**src/rtl/led_blink_pattern_sequencer_defines.svh**
```systemverilog
// Assertion macros shared by the LED blink pattern sequencer RTL.
`ifndef LED_BLINK_PATTERN_SEQUENCER_DEFINES_SVH
`define LED_BLINK_PATTERN_SEQUENCER_DEFINES_SVH

// Check an invariant on every rising clock edge outside reset.
`define LBPS_ASSERT_ALWAYS(lbl, clk, rst_n, expr) \
    lbl: assert property (@(posedge clk) disable iff (!rst_n) (expr)) \
        else $error("invariant check failed");

// Check a same-cycle implication.
`define LBPS_ASSERT_IMP(lbl, clk, rst_n, ante, cons) \
    lbl: assert property (@(posedge clk) disable iff (!rst_n) (ante) |-> (cons)) \
        else $error("implication check failed");

// Check a next-cycle implication.
`define LBPS_ASSERT_NEXT(lbl, clk, rst_n, ante, cons) \
    lbl: assert property (@(posedge clk) disable iff (!rst_n) (ante) |=> (cons)) \
        else $error("next-cycle check failed");

`endif

```
**src/rtl/lbps_pkg.sv**
```systemverilog
// Types, pattern codes and phase-time helpers for the LED blink pattern sequencer.
package lbps_pkg;

    localparam int unsigned RATE_W    = 10;
    localparam int unsigned TICKS_W   = 11;
    localparam int unsigned PAT_W     = 4;
    localparam int unsigned LOOPS_W   = 8;
    localparam int unsigned PULSE_W   = 3;
    localparam int unsigned IDX_W     = 2;
    localparam int unsigned LEVELS_W  = 4;

    localparam logic [RATE_W-1:0] RATE_RESET = 10'd10;

    localparam logic [PAT_W-1:0] PAT_NONE        = 4'd0;
    localparam logic [PAT_W-1:0] PAT_ON          = 4'd1;
    localparam logic [PAT_W-1:0] PAT_OFF         = 4'd2;
    localparam logic [PAT_W-1:0] PAT_FAST        = 4'd3;
    localparam logic [PAT_W-1:0] PAT_SLOW        = 4'd4;
    localparam logic [PAT_W-1:0] PAT_GROUP_FIRST = 4'd5;
    localparam logic [PAT_W-1:0] PAT_GROUP_LAST  = 4'd9;
    localparam logic [PAT_W-1:0] GROUP_PULSE_OFS = 4'd3;

    // Phase lengths in units of 100 ms.
    localparam logic [4:0] K_100  = 5'd1;
    localparam logic [4:0] K_200  = 5'd2;
    localparam logic [4:0] K_400  = 5'd4;
    localparam logic [4:0] K_500  = 5'd5;
    localparam logic [4:0] K_1600 = 5'd16;

    // floor(x / 10) == (x * RECIP10) >> RECIP10_SH for x below 2**14.
    localparam logic [29:0] RECIP10    = 30'd52429;
    localparam int unsigned RECIP10_SH = 19;

    typedef struct packed {
        logic [TICKS_W-1:0] t100;
        logic [TICKS_W-1:0] t200;
        logic [TICKS_W-1:0] t400;
        logic [TICKS_W-1:0] t500;
        logic [TICKS_W-1:0] t1600;
    } t_phase_ticks;

    typedef struct packed {
        logic               tick;
        logic               set;
        logic [PAT_W-1:0]   pattern;
        logic [LOOPS_W-1:0] loop_count;
    } t_led_cmd;

    // Ticks for k*100 ms at the given tick rate, at least one tick.
    function automatic logic [TICKS_W-1:0] phase_ticks(
        input logic [RATE_W-1:0] rate,
        input logic [4:0]        k
    );
        logic [13:0]        x;
        logic [29:0]        p;
        logic [TICKS_W-1:0] q;
        x = 14'({4'd0, rate} * {9'd0, k});
        p = {16'd0, x} * RECIP10;
        q = p[RECIP10_SH +: TICKS_W];
        if (q == '0) begin
            q = TICKS_W'(1);
        end
        return q;
    endfunction

    function automatic t_phase_ticks all_phase_ticks(input logic [RATE_W-1:0] rate);
        t_phase_ticks t;
        t.t100  = phase_ticks(rate, K_100);
        t.t200  = phase_ticks(rate, K_200);
        t.t400  = phase_ticks(rate, K_400);
        t.t500  = phase_ticks(rate, K_500);
        t.t1600 = phase_ticks(rate, K_1600);
        return t;
    endfunction

    function automatic logic is_group(input logic [PAT_W-1:0] p);
        return (p >= PAT_GROUP_FIRST) && (p <= PAT_GROUP_LAST);
    endfunction

    function automatic logic pattern_valid(input logic [PAT_W-1:0] p);
        return (p != PAT_NONE) && (p <= PAT_GROUP_LAST);
    endfunction

endpackage

```
**src/rtl/lbps_phase_timer.sv**
```systemverilog
// Tick-rate register and the phase lengths in ticks derived from it.
module lbps_phase_timer
    import lbps_pkg::*;
(
    input  logic                i_clk,
    input  logic                i_rst_n,
    input  logic                i_cfg_valid,
    input  logic [RATE_W-1:0]   i_cfg_data,
    output t_phase_ticks        o_ticks
);

    t_phase_ticks r_ticks;
    t_phase_ticks n_ticks;

    always_comb begin
        n_ticks = all_phase_ticks(i_cfg_data);
    end

    always_ff @(posedge i_clk) begin
        if (!i_rst_n) begin
            r_ticks <= all_phase_ticks(RATE_RESET);
        end else if (i_cfg_valid) begin
            r_ticks <= n_ticks;
        end
    end

    assign o_ticks = r_ticks;

endmodule

```
**src/rtl/lbps_led_channel.sv**
```systemverilog
// Per-LED pattern state and phase countdown.
`include "led_blink_pattern_sequencer_defines.svh"

module lbps_led_channel
    import lbps_pkg::*;
(
    input  logic         i_clk,
    input  logic         i_rst_n,
    input  t_led_cmd     i_cmd,
    input  t_phase_ticks i_ticks,
    output logic         o_lit_next
);

    typedef struct packed {
        logic [PAT_W-1:0]   pattern;
        logic [PULSE_W-1:0] pulse;
        logic [LOOPS_W-1:0] loops;
        logic [TICKS_W-1:0] ticks;
        logic               running;
        logic               lit;
    } t_led_state;

    t_led_state r_st;
    t_led_state n_st;

    function automatic t_led_state arm(input t_led_state s, input logic [TICKS_W-1:0] t);
        t_led_state o;
        o         = s;
        o.running = 1'b1;
        o.ticks   = t;
        return o;
    endfunction

    function automatic t_led_state halt(input t_led_state s);
        t_led_state o;
        o         = s;
        o.running = 1'b0;
        o.ticks   = '0;
        return o;
    endfunction

    function automatic t_led_state on_phase(input t_led_state s, input t_phase_ticks t);
        t_led_state o;
        o     = s;
        o.lit = 1'b1;
        if (s.pattern == PAT_OFF) begin
            o.lit = 1'b0;
            o     = halt(o);
        end else if (s.pattern == PAT_SLOW) begin
            o = arm(o, t.t500);
        end else if (s.pattern == PAT_FAST || is_group(s.pattern)) begin
            o = arm(o, t.t100);
        end else begin
            o = halt(o);
        end
        return o;
    endfunction

    function automatic t_led_state off_phase(input t_led_state s, input t_phase_ticks t);
        t_led_state       o;
        logic             last_loop;
        logic [PAT_W-1:0] pulses;
        o         = s;
        o.lit     = 1'b0;
        last_loop = (s.loops == LOOPS_W'(1));
        pulses    = s.pattern - GROUP_PULSE_OFS;
        if (s.loops != '0) begin
            o.loops = s.loops - LOOPS_W'(1);
        end
        if (s.pattern == PAT_ON) begin
            o.loops = s.loops;
            o.lit   = 1'b1;
            o       = halt(o);
        end else if (s.pattern == PAT_FAST || s.pattern == PAT_SLOW) begin
            if (last_loop) begin
                o = halt(o);
            end else begin
                o = arm(o, (s.pattern == PAT_FAST) ? t.t200 : t.t500);
            end
        end else if (is_group(s.pattern)) begin
            if ({1'b0, s.pulse} < pulses) begin
                o.loops = s.loops;
                o.pulse = s.pulse + PULSE_W'(1);
                o       = arm(o, t.t400);
            end else begin
                o.pulse = PULSE_W'(1);
                if (last_loop) begin
                    o = halt(o);
                end else begin
                    o = arm(o, t.t1600);
                end
            end
        end else begin
            o.loops = s.loops;
            o       = halt(o);
        end
        return o;
    endfunction

    always_comb begin
        n_st = r_st;
        if (i_cmd.set) begin
            n_st.pattern = i_cmd.pattern;
            n_st.pulse   = PULSE_W'(1);
            n_st.loops   = i_cmd.loop_count;
            if (!r_st.running) begin
                n_st = on_phase(n_st, i_ticks);
            end
        end else if (i_cmd.tick && r_st.running) begin
            if (r_st.ticks > TICKS_W'(1)) begin
                n_st.ticks = r_st.ticks - TICKS_W'(1);
            end else if (r_st.lit) begin
                n_st = off_phase(r_st, i_ticks);
            end else begin
                n_st = on_phase(r_st, i_ticks);
            end
        end
    end

    always_ff @(posedge i_clk) begin
        if (!i_rst_n) begin
            r_st.pattern <= PAT_NONE;
            r_st.pulse   <= PULSE_W'(1);
            r_st.loops   <= '0;
            r_st.ticks   <= '0;
            r_st.running <= 1'b0;
            r_st.lit     <= 1'b0;
        end else begin
            r_st <= n_st;
        end
    end

    assign o_lit_next = n_st.lit;

    `LBPS_ASSERT_ALWAYS(a_run_has_ticks, i_clk, i_rst_n, r_st.running == (r_st.ticks != '0))
    `LBPS_ASSERT_ALWAYS(a_pulse_nonzero, i_clk, i_rst_n, r_st.pulse != '0)
    `LBPS_ASSERT_NEXT(a_idle_holds, i_clk, i_rst_n, !r_st.running && !i_cmd.set, $stable(r_st))

endmodule

```
**src/rtl/led_blink_pattern_sequencer.sv**
```systemverilog
// Top level of the LED blink pattern sequencer: command decode, LED bank, result register.
//
// Every transaction on the slave stream is either a tick (tuser 0), which advances all
// running LEDs by one countdown step, or a set (tuser 1), which loads one LED's pattern
// and loop count. Each transaction yields exactly one result: the LED levels after it,
// presented on the master stream in the cycle after acceptance. One transaction is taken
// per cycle; the only limit is the single result register, which holds while the master
// side stalls. Phase lengths are recomputed from tick_rate_hz at the cfg write and are
// valid for the next transaction. LEDs beyond index 3 exist but are not addressable or
// visible.
`include "led_blink_pattern_sequencer_defines.svh"

module led_blink_pattern_sequencer
    import lbps_pkg::*;
#(
    parameter int unsigned LED_COUNT = 4
) (
    input  logic                i_clk,
    input  logic                i_rst_n,
    input  logic                i_cfg_valid,
    output logic                o_cfg_ready,
    input  logic [RATE_W-1:0]   i_cfg_data,     // tick_rate_hz
    input  logic                s_tvalid,
    output logic                s_tready,
    input  logic [15:0]         s_tdata,        // led_index[1:0], pattern[5:2], loop_count[13:6]
    input  logic                s_tuser,        // mode
    output logic                m_tvalid,
    input  logic                m_tready,
    output logic [7:0]          m_tdata         // led_levels[3:0]
);

    logic               accept;
    logic [IDX_W-1:0]   in_idx;
    logic [PAT_W-1:0]   in_pat;
    logic [LOOPS_W-1:0] in_loops;
    logic               set_ok;
    t_phase_ticks       phase_ticks_w;
    logic [LED_COUNT-1:0] lit_next;
    logic [LEVELS_W-1:0]  n_levels;
    logic [LEVELS_W-1:0]  r_levels;
    logic                 r_m_valid;

    assign o_cfg_ready = 1'b1;
    assign s_tready    = !r_m_valid || m_tready;
    assign accept      = s_tvalid && s_tready;
    assign in_idx      = s_tdata[1:0];
    assign in_pat      = s_tdata[5:2];
    assign in_loops    = s_tdata[13:6];
    assign set_ok      = accept && s_tuser && pattern_valid(in_pat);

    lbps_phase_timer u_timer (
        .i_clk       (i_clk),
        .i_rst_n     (i_rst_n),
        .i_cfg_valid (i_cfg_valid),
        .i_cfg_data  (i_cfg_data),
        .o_ticks     (phase_ticks_w)
    );

    for (genvar gi = 0; gi < LED_COUNT; gi++) begin : g_led
        t_led_cmd cmd;
        always_comb begin
            cmd.tick       = accept && !s_tuser;
            cmd.pattern    = in_pat;
            cmd.loop_count = in_loops;
            if (gi < (1 << IDX_W)) begin
                cmd.set = set_ok && (in_idx == IDX_W'(gi));
            end else begin
                cmd.set = 1'b0;
            end
        end

        lbps_led_channel u_led (
            .i_clk      (i_clk),
            .i_rst_n    (i_rst_n),
            .i_cmd      (cmd),
            .i_ticks    (phase_ticks_w),
            .o_lit_next (lit_next[gi])
        );
    end

    for (genvar gj = 0; gj < LEVELS_W; gj++) begin : g_lvl
        if (gj < LED_COUNT) begin : g_on
            assign n_levels[gj] = lit_next[gj];
        end else begin : g_off
            assign n_levels[gj] = 1'b0;
        end
    end

    always_ff @(posedge i_clk) begin
        if (!i_rst_n) begin
            r_m_valid <= 1'b0;
        end else if (accept) begin
            r_m_valid <= 1'b1;
        end else if (m_tready) begin
            r_m_valid <= 1'b0;
        end
    end

    always_ff @(posedge i_clk) begin
        if (accept) begin
            r_levels <= n_levels;
        end
    end

    assign m_tvalid = r_m_valid;
    assign m_tdata  = {{(8 - LEVELS_W){1'b0}}, r_levels};

    `LBPS_ASSERT_NEXT(a_accept_gives_result, i_clk, i_rst_n, accept, r_m_valid)
    `LBPS_ASSERT_IMP(a_no_accept_when_full, i_clk, i_rst_n, r_m_valid && !m_tready, !accept)
    `LBPS_ASSERT_NEXT(a_idle_levels_hold, i_clk, i_rst_n, !accept, $stable(r_levels))

endmodule

```
**config.mk**
```make
export PLATFORM = sky130hd
export DESIGN_NAME = led_blink_pattern_sequencer
export DESIGN_NICKNAME = d
export VERILOG_FILES = /design/src/rtl/lbps_pkg.sv /design/src/rtl/lbps_phase_timer.sv /design/src/rtl/lbps_led_channel.sv /design/src/rtl/led_blink_pattern_sequencer.sv
export VERILOG_INCLUDE_DIRS = /design/src /design/src/rtl
export SDC_FILE = /design/constraint.sdc
export NUM_CORES = 1
export LEC_CHECK = 0
export BUFFER_PORTS_ARGS = -buffer_cell sky130_fd_sc_hd__buf_2
export CAP_MARGIN = 25
export CORE_MARGIN = 2
export CORE_UTILIZATION = 45
export DETAILED_ROUTE_END_ITERATION = 16
export GPL_TIMING_DRIVEN = 0
export PLACE_DENSITY_LB_ADDON = 0.2
export SLEW_MARGIN = 20
export SYNTH_ARGS = -nofsm -noshare
export SYNTH_HDL_FRONTEND = slang
export SYNTH_SLANG_ARGS = --single-unit
export TNS_END_PERCENT = 30
```
**constraint.sdc**
```tcl
create_clock -name i_clk -period 19.25 [get_ports i_clk]
set_clock_uncertainty 0.2 [all_clocks]
set_input_delay 4.8125 -clock i_clk [delete_from_list [all_inputs] [get_ports i_clk]]
set_output_delay 4.8125 -clock i_clk [all_outputs]
set_load 0.005 [all_outputs]
```
==> metrics <==
ys flop type dfxtp_1; final setup TNS 0 ns; synthesized-area fraction occupied by adder cells 0.254; Compound-Gate Fraction of Synth Area 0.224; largest cells by area after synthesis dfxtp_1 (19%), ha_1 (16%), fa_1 (9.4%); main combinational cell family by area after synthesis adder cells; hold_buf cts 0; Rows 70; Worst Path Buf+Inv 4; Seq cells post-synth about 160; largest area contributor in the netlist dfxtp_1; postcts setup bufs 0; CTS Buf Count 17; FILL cells about 3,600; cell family with most CP delay adder cells; CTS Buffer Depth 2; maximum vdd drop 0.154 mV; CP dominant cell by count fa_1; setup ws final around 7.3 ns; top cell type's share of synthesized area 0.190; actual slew at the worst max-slew pin between 1 and 1.5 ns; Avg Cell Area, Syn between 8 and 9 µm²; placed wire-length estimate roughly 40 mm; P_leak around 8 nW; post-synthesis mux area share 0.0399; Port Buffers 33; commonest non-fill, non-tap cell in the layout inv_1; DR vias/cell roughly 6; area added between synthesis and finish 8.23%; RSZ-0062 raised after global routing false; CP max FO 13; Final period util 0.621; commonest non-fill, non-tap cells in the layout inv_1 (219), ha_1 (213), nand2_1 (198); core area 36,500 µm²; pwr dens between 100 and 150 nW/µm²; Setup Slack @ Placement between 6 and 7 ns; post-layout min period between 10 and 15 ns; number of placed instances, taps included roughly 2,500; antenna-violating nets left 0; Setup crit end kind flip-flop; initial drt markers between 1,000 and 1,500; EDFF count, synth 4; clock sinks approximately 160; drt first pass iters 6; nets@finish approximately 2,400; Die H around 200 µm; CP peak stage delay 0.59 ns; Clock Tree Root clkbuf_16; Routed WL about 52 mm; Post-Synthesis Cell Area ~17,000 µm²; Worst-Skew Late Latency 0.45 ns; FMAX 0.0836 GHz; vias in the first global route 15,000; Hold Crit Class flip-flop to flip-flop; Worst Setup Start Kind primary input; Async S/R FF share, synth 0; max cap viols 0; initial antenna violation count 2; vias after detailed routing approximately 15,000; H-tree depth 4; GRT Total Usage 0.275; Initial Util 0.456; Post-Route Utilization 0.494; CTS clk-pin slew, worst paths 0.06 ns; run status finished, final reports clean; first-pass GRT wire length around 83 mm; WL per Instance just over 20 µm; # resized after CTS 0; grt total ovfl 0; Setup CP Type primary input to flip-flop; Simple-Gate Fraction of Synth Area 0.171; share of post-route cells with drive strength above 1 0.0758; final setup fails 0; Slew Viols, Final 0; register area share after synthesis 0.197; synth unique cells between 90 and 100; worst rel slew slack 0.293; Remaining DRCs 0; CTS tree built; cell count after synthesis slightly above 2,000; critical path required time between 15 and 20 ns; fin cells 2,579; number of placed I/O pins between 40 and 50; Placer Congestion 0.961; Hold Slack roughly 0.28 ns; die width a little under 200 µm; Synth Area in XOR/XNOR 0.0404; slowest CP cell fa_1; WP data arrival approximately 12 ns; final-report hold violation count 0; Die ar. ~39,000 µm²; largest net degree at the start of global routing 17; yosys warns 0
[path summary, 6_finish.rpt]
path	slack, ns	depth (start not counted)	from	end
worst max-delay path	7.29	29	i_cfg_data[0]	u_timer.o_ticks[11]
worst min-delay path	0.28	2	g_led[3].u_led.r_st[22]	g_led[3].u_led.r_st[22]
worst max register to register	15.65	14	g_led[3].u_led.r_st[24]	g_led[3].u_led.r_st[5]
worst min register to register	0.28	2	g_led[3].u_led.r_st[22]	g_led[3].u_led.r_st[22]
[cell usage after synthesis, types with 5 or more instances]
cell        n
a21oi_2     5
o21ai_0    84
a21oi_1   161
o211ai_1   36
a22oi_1    38
nor2_1    137
and2_1     20
o21ai_1    11
xnor2_1    38
fa_1       78
a211oi_1   25
nand3_1    48
dfxtp_1   158
clkbuf_1   56
a32oi_1    14
xor2_1     37
a22o_1      7
a211o_1     5
mux2i_1    62
nand2_1   198
or2_2       6
buf_4       8
nor2_2      5
a221oi_1   23
a311oi_1    5
inv_1     219
o22ai_1    22
nor3_1     29
nand2b_1   21
nor2b_1    17
o221ai_1   18
nand3b_1    9
nor4_1     15
a31oi_1    22
buf_1       5
and3_1      9
a21o_1     18
buf_2      19
ha_1      213
nand4b_1    7
o21a_1     23
nand4_1    10
[kinds of logic (layout without fill, tap and decap cells)]
family,after synthesis,in the layout
and+or+nand+nor,572,572
AOI/OAI and AO/OA,560,560
buffers and inverters,310,378
adders and majority gates,291,291
DFF,162,162
xor gates and xnor gates,76,76
muxes,66,66
other,2,6
[worst reg2reg max path: stages, from the launching register on]
cell and delay, ns:
dfxtp_1 0.45, inv_1 0.12, ha_1 0.30, inv_1 0.04, ha_1 0.27, o21a_1 0.10, o21a_1 0.17, o21ai_2 0.46
buf_2 0.39, mux2i_1 0.25, a22oi_1 0.10, a21oi_1 0.21, a211oi_1 0.08, a221oi_1 0.24, nor2_1 0.06
[registers in the layout, summed over array words and instances, names as in the netlist]
| signal | flops |
|---|---|
| m_tvalid | 1 |
| g_led.u_led.r_st | 112 |
| r_levels | 4 |
| u_timer.o_ticks | 45 |
[per-layer routing]
metal	share of wire	GRT usage	up-vias
met2	0.46	0.450	551
met5	0.00027	0	-
met4	0.034	0.104	4
li1	-	-	7335
met1	0.44	0.367	7425
met3	0.068	0.0402	117
[power by group]
group	total [mW]	leakage (nW)	switching [mW]	internal, mW
registers	0.437	1.32	0.0651	0.372
logic	1.90	6.26	1.12	0.787
clock network	0.347	0.284	0.159	0.188
total	2.69	7.87	1.34	1.35
[final cells by class]
type	instances	area (µm²)	share of cell area
well taps	468	586	0.0325
inverters	220	826	0.0458
clock inverters	12	120	0.00666
diodes	1	2.50	0.000139
clock buffers	20	457	0.0253
plain buffers	90	402	0.0223
repair buffers	36	189	0.0105
multi-input cells	1570	12200	0.675
flip-flops and latches	162	3280	0.182
[per-stage QoR]
stage | cell area [µm²] | power (mW)
after detailed placement | 17500 | 2.34
after floorplan | 16700 | 1.85
after global routing | 18000 | 3.00
after CTS | 18000 | 2.70
final | 18000 | 2.69
after global placement | 17400 | 2.30
No activity file was read; power rests on OpenSTA's default activity.
